$ cat src/hdl/lfrs_pkg.sv
package lfrs_pkg;

  localparam int MAX_CUSTOMERS = 256;
  localparam int MAX_ROUTES    = 16;

  localparam int ROW_LEN   = MAX_CUSTOMERS + 1;
  localparam int TAB_DEPTH = (MAX_ROUTES + 1) * ROW_LEN;
  localparam int TAB_AW    = $clog2(TAB_DEPTH);
  localparam int POS_W     = $clog2(MAX_CUSTOMERS + 1);
  localparam int STORE_AW  = (MAX_CUSTOMERS > 1) ? $clog2(MAX_CUSTOMERS) : 1;
  localparam int ROUTE_W   = $clog2(MAX_ROUTES + 1);

  localparam int COST_W  = 48;
  localparam int LOAD_W  = 16 + POS_W;
  localparam int SUM_W   = 24 + POS_W + 1;
  localparam int T_W     = SUM_W + 1;
  localparam int CPROD_W = 20 + LOAD_W;
  localparam int DPROD_W = 20 + T_W;
  localparam int RC_W    = DPROD_W + 2;

  localparam logic [COST_W-1:0] COST_UNREACH = {COST_W{1'b1}};
  localparam logic [COST_W-1:0] COST_SAT     = {{(COST_W-1){1'b1}}, 1'b0};

  localparam int CFG_IDX_W = 3;
  localparam logic [CFG_IDX_W-1:0] CFG_CAPACITY  = 3'd0;
  localparam logic [CFG_IDX_W-1:0] CFG_DUR_LIMIT = 3'd1;
  localparam logic [CFG_IDX_W-1:0] CFG_CAP_PEN   = 3'd2;
  localparam logic [CFG_IDX_W-1:0] CFG_DUR_PEN   = 3'd3;
  localparam logic [CFG_IDX_W-1:0] CFG_DUR_ON    = 3'd4;
  localparam logic [CFG_IDX_W-1:0] CFG_FLEET     = 3'd5;

  typedef struct packed {
    logic clr;
    logic add;
    logic back;
    logic mul;
    logic sum;
  } cost_cmd_t;

  typedef struct packed {
    logic [15:0] capacity;
    logic [23:0] dur_limit;
    logic [19:0] cap_pen;
    logic [19:0] dur_pen;
    logic        dur_on;
  } cost_cfg_t;

endpackage

$ cat src/hdl/lfrs_cost_unit.sv
module lfrs_cost_unit (
  input  logic                      clk,
  input  lfrs_pkg::cost_cmd_t       cmd,
  input  lfrs_pkg::cost_cfg_t       cfg,
  input  logic [15:0]               demand,
  input  logic [23:0]               service_time,
  input  logic [23:0]               leg,
  input  logic [23:0]               to_depot,
  output logic [lfrs_pkg::COST_W-1:0] route_cost,
  output logic                      cut
);
  import lfrs_pkg::*;

  logic [LOAD_W-1:0]  load;
  logic [SUM_W-1:0]   serv;
  logic [SUM_W-1:0]   travel;
  logic [SUM_W-1:0]   back;
  logic [T_W-1:0]     dur;
  logic [CPROD_W-1:0] cprod;
  logic [DPROD_W-1:0] dprod;
  logic [LOAD_W-1:0]  cexc;
  logic [T_W-1:0]     dexc;
  logic [RC_W-1:0]    rc_sum;

  // Limit excesses (else zero), cost sum, cutoff
  always_comb begin
    cexc = (load > LOAD_W'(cfg.capacity)) ? load - LOAD_W'(cfg.capacity) : '0;
    dexc = (cfg.dur_on && dur > T_W'(cfg.dur_limit)) ? dur - T_W'(cfg.dur_limit) : '0;
    rc_sum = RC_W'({back, 8'd0}) + RC_W'(cprod) + RC_W'(dprod);
    cut = cfg.dur_on && (({1'b0, load, 1'b0}) > (LOAD_W + 2)'(3 * {2'b0, cfg.capacity}));
  end

  always_ff @(posedge clk) begin
    if (cmd.clr) begin
      load   <= '0;
      serv   <= '0;
      travel <= '0;
    end else if (cmd.add) begin
      load   <= load + LOAD_W'(demand);
      serv   <= serv + SUM_W'(service_time);
      travel <= travel + SUM_W'(leg);
    end
    if (cmd.back) begin
      back <= travel + SUM_W'(to_depot);
      dur  <= T_W'(travel) + T_W'(to_depot) + T_W'(serv);
    end
    if (cmd.mul) begin
      cprod <= CPROD_W'(cfg.cap_pen) * CPROD_W'(cexc);
      dprod <= DPROD_W'(cfg.dur_pen) * DPROD_W'(dexc);
    end
    if (cmd.sum) begin
      route_cost <= (rc_sum > RC_W'(COST_SAT)) ? COST_SAT : rc_sum[COST_W-1:0];
    end
  end

endmodule

$ cat config.mk
export PLATFORM = sky130hd
export DESIGN_NAME = lfrs_cost_unit
export DESIGN_NICKNAME = d
export VERILOG_FILES = /design/src/hdl/lfrs_pkg.sv /design/src/hdl/lfrs_cost_unit.sv
export SDC_FILE = /design/constraint.sdc
export NUM_CORES = 2
export LEC_CHECK = 0
export BUFFER_PORTS_ARGS = -buffer_cell sky130_fd_sc_hd__clkbuf_2
export CAP_MARGIN = 20
export CORE_MARGIN = 2
export CORE_UTILIZATION = 55
export DETAILED_ROUTE_END_ITERATION = 16
export GPL_TIMING_DRIVEN = 0
export PLACE_DENSITY = 0.72
export SYNTH_ARGS = -nofsm -noshare
export SYNTH_HDL_FRONTEND = slang
export SYNTH_SLANG_ARGS = --single-unit
$ cat constraint.sdc
create_clock -name clk -period 15 [get_ports clk]
set_input_delay 3 -clock clk [delete_from_list [all_inputs] [get_ports clk]]
set_output_delay 3 -clock clk [all_outputs]
set_load 0.01 [all_outputs]
# == Yosys cells after proc, flatten, opt, wreduce, memory -nomap -nowiden ==
# Index checks and enable logic that the tools add are counted.
# op_classes
n_addsub,10
mul,3
order_cmp,4
muxes,2
reduce_logical,2
# ops
op,n
$add A34 B24 Y34,3
$add A46 B55 Y56,1
$gt A56 B48 Y1 const B,1
$mul A20 B35 Y55,1
$add A42 B45 Y46,1
$mul A20 B25 Y45,1
$add A34 B24 Y35,1
$add A35 B34 Y35,1
$gt A35 B24 Y1,1
$mux W35,1
$sub A35 B24 Y35,1
$gt A26 B18 Y1,1
$add A25 B16 Y25,1
$gt A25 B16 Y1,1
$mux W25,1
$sub A25 B16 Y25,1
$mul A2 B16 Y18 const A,1
$logic_and A1 B1 Y1,2
# totals
reg_bits,310

# == Depth between registers and ports, before layout ==
# depth
depth_word,4
depth_mapped,41
depth_no_buf,39

# == Worst setup path before layout ==
# OpenSTA, ideal clock, no wires.
# synth_timing
path_type,input-to-reg
start,input cfg[42] in the netlist's numbering
end,"register dprod[53], data pin"
setup_ps,258
arrival_time_ps,12122
setup_slack_ps,2621
stages,38
n_path_buf,2
cell_sequence,inv_1 ha_1 nor2b_1 o21a_1 o21ai_0 a21oi_1 o221ai_1 o311ai_1 nand2b_1 o21ai_0 o31ai_1 clkbuf_1 nor3_1 clkbuf_1 and2_1 fa_1 inv_1 fa_1 (+2 left out) fa_1 fa_1 fa_1 inv_1 fa_1 inv_1 ha_1 a211oi_1 o211ai_1 a221o_1 a21oi_1 o21ai_0 a31oi_1 o21ai_0 o41ai_1 o211ai_1 a21oi_1 xnor2_1
# synth_between
elab_chain_cells,4
# synth_lines
item,line,rtl
from (decl),lfrs_cost_unit.sv:4,"input lfrs_pkg::cost_cfg_t cfg,"
$gt A35 B24 Y1,lfrs_cost_unit.sv:28,dexc = (cfg.dur_on && dur > T_W'(cfg.dur_limit)) ? dur - T_W'(cfg.dur_limit) : '0;
$logic_and A1 B1 Y1,lfrs_cost_unit.sv:28,
$mux W35 *,lfrs_cost_unit.sv:28,
$mul A20 B35 Y55 *,lfrs_cost_unit.sv:49,dprod <= DPROD_W'(cfg.dur_pen) * DPROD_W'(dexc);
to (signal assigned),lfrs_cost_unit.sv:49,
to (decl),lfrs_cost_unit.sv:20,logic [DPROD_W-1:0] dprod;
# Mark *: on every way between the ends. The rest lies on a longest branch, timed or not.
# A chain may end at the register's enable or synchronous reset.

# == Worst setup path after layout ==
# layout_timing
start,input cfg[66] in the netlist's numbering
end,"register cprod[44], data pin"
# layout_between
elab_chain_cells,3
# layout_lines
item,line,rtl
$sub A25 B16 Y25 or $gt A25 B16 Y1 (tied branches),lfrs_cost_unit.sv:27,cexc = (load > LOAD_W'(cfg.capacity)) ? load - LOAD_W'(cfg.capacity) : '0;
$mux W25 *,lfrs_cost_unit.sv:27,
$mul A20 B25 Y45 *,lfrs_cost_unit.sv:48,cprod <= CPROD_W'(cfg.cap_pen) * CPROD_W'(cexc);
to (signal assigned),lfrs_cost_unit.sv:48,
to (decl),lfrs_cost_unit.sv:19,logic [CPROD_W-1:0] cprod;
# Marked as above.

==> out/results.ini <==
[status]
status=completed

[sta]
rsz0062_at_grt=no
period_needed_ps=14490
maxSlewViolCount=0
tightest_slew_ps=1280
hold_viol=0
fin_hold_ws_ps=502
post-route-period-util_pct=96.6
clock.fmax_mhz=69.0
finClkSkew_ps=27.7
setup_viol=0
slew_headroom_pct=14.1

[synth]
syn-num-nets=8817
yosys.area.top_type_share_pct=34.0
yosysTopAreaCell=fa_1
synth_edf_count=217
yosysMostFrequentCell=inv_1
syn_area_per_cell_um2=8.97
syn_inst=6996
synth_flop_cell=edfxtp_1
ys_top_cells_by_area=fa_1, ha_1, edfxtp_1
ys_ff_latch=310
ys_async_sr_fraction_pct=0
ys_types=82
ys_warn_count=0
synthTopCellsByCount=inv_1, fa_1, nand2_1
ys_seq_area_share_pct=13.3
synth_area_um2=62800

[finish]
layout-drive-gt1-share_pct=4.73
nets=9078
area_delta_synth_final_pct=7.25
design_area_um2=67300

[floorplan]
core-area_um2=113000
start_util_pct=55.7
die-area_um2=117000
fp.dieW_um=342
die_y_um=342
row_count=123
io_pins=224

[clocking]
post_cts_buffers=0
cts_resized=2
cts-buffers-inserted=41
htreeDepth=2
hold_buffers=0
cts_buffer_depth=3
cts_tree=done
path_clk_slew_ps=60
root_buffer=clkbuf_16
clkLatencyLatePin_ps=610
clock-sinks=310

[run]
drv_cap=0

[setup_path]
arrival_ps=14820
cp-start-kind=input port
critical_path_class=in2reg
r2r_slack_ps=2750
critPathMaxFanout=10
cpMaxStageDelayCell=buf_1
max_stage_delay_ps=700
end_kind=flip-flop
worstPathRequired_ps=15340
path_common_cell=fa_1

[global_route]
track_usage_pct=36.0
grt_pass1_wl_um=316000
antenna_found_initial=12
grt_pass1_vias=52700
grt_max_degree=70
grt-ovfl-total=0

[drt]
viasPerCell=5.95
drtIter0Drc=4812
firstDrtPassIters=8
vias=52300
drc=0
drtAntennaViolNets=0
drt-wirelength-per-cell_um=23.6
drt_wl_total_um=208000

[placement]
place.gp.congestion=1.03
placed_cell_area_um2=65900
dpl.hpwl_um=174000
portBuffers=204

[hold_path]
worstHoldPathType=reg2reg

path summary, 6_finish.rpt:
path / end / cells after the start / start
hold reg to reg: serv[33] / 2 / serv[33]
setup reg to reg: cprod[44] / 36 / load[1]
setup / recovery: cprod[44] / 38 / cfg[66]
hold / removal: serv[33] / 2 / serv[33]
cell families (layout without fill, tap and decap cells):
logic type	after synthesis	in the layout	synth area share, %
AND/OR/NAND/NOR	2203	2203	16.9
adder cells (fa/ha/maj)	1646	1646	45.6
buffers and inverters	1543	1837	9.25
AO/OA/AOI/OAI	925	925	9.66
XOR/XNOR	317	317	4.42
flip-flops	310	310	13.3
multiplexers	52	52	0.837
other	0	4	0
state kept, by name, summed over array words and instances (netlist names):
signal and flops:
travel 34, serv 34, route_cost 48, cprod 45, back 34, load 25, dur 35, dprod 55
worst max-delay path, delay by kind of cell:
family	cells	cell delay, ps
buf+inv	8	2240
simple gates	5	830
compound gates	15	4530
fa+ha+maj	9	4070
xor+xnor	1	120
through the flow:
stage / utilization [%] / TNS, ps / setup WS, ps / cells
final: 59.7 / 0 / 513 / 8794
after global routing: 59.7 / 0 / 66.0 / 8791
after CTS: 59.6 / 0 / 87.7 / 8790
after detailed placement: 58.4 / -2030 / -615 / 8714
after global placement: 58.2 / -2110 / -614 / 8700
after floorplan: - / 0 / 2620 / 6996
placed cells by master (no fill, tap or decap), types with 137 or more instances in the layout:
| cell | netlist | routed |
|---|---|---|
| a21o_1 | 137 | 137 |
| a21oi_1 | 284 | 284 |
| and2_1 | 323 | 323 |
| and3_1 | 185 | 185 |
| clkbuf_1 | 302 | 311 |
| clkbuf_2 | 0 | 203 |
| edfxtp_1 | 217 | 217 |
| fa_1 | 1067 | 1067 |
| ha_1 | 579 | 579 |
| inv_1 | 1211 | 1211 |
| nand2_1 | 830 | 830 |
| nand3_1 | 188 | 188 |
| nor2_1 | 338 | 338 |
| o21ai_0 | 152 | 152 |
| xnor2_1 | 214 | 213 |
metal layers:
metal | up-vias | global-route usage [%] | part of all wire [%] | routed length, µm
li1 | 23000 | - | - | -
met1 | 26100 | 48.0 | 39 | 82100
met4 | 8 | 15.8 | 5.3 | 11100
met2 | 2713 | 56.1 | 45 | 92500
met3 | 555 | 8.46 | 11 | 22100
met5 | - | 0 | 0.025 | 53
cell type report:
type / instances / area, µm²
inverters: 1211 / 4550
clock buffers: 57 / 1170
repair buffers: 219 / 1190
flip-flops and latches: 310 / 8380
fillers: 10000 / 45500
well taps: 1500 / 1880
clock inverters: 19 / 240
diodes: 4 / 10.0
plain buffers: 331 / 1260
multi-input cells: 5143 / 48700
Power is not shown: default switching activity piles up to over one toggle a cycle in this logic, so the estimate is an artifact.
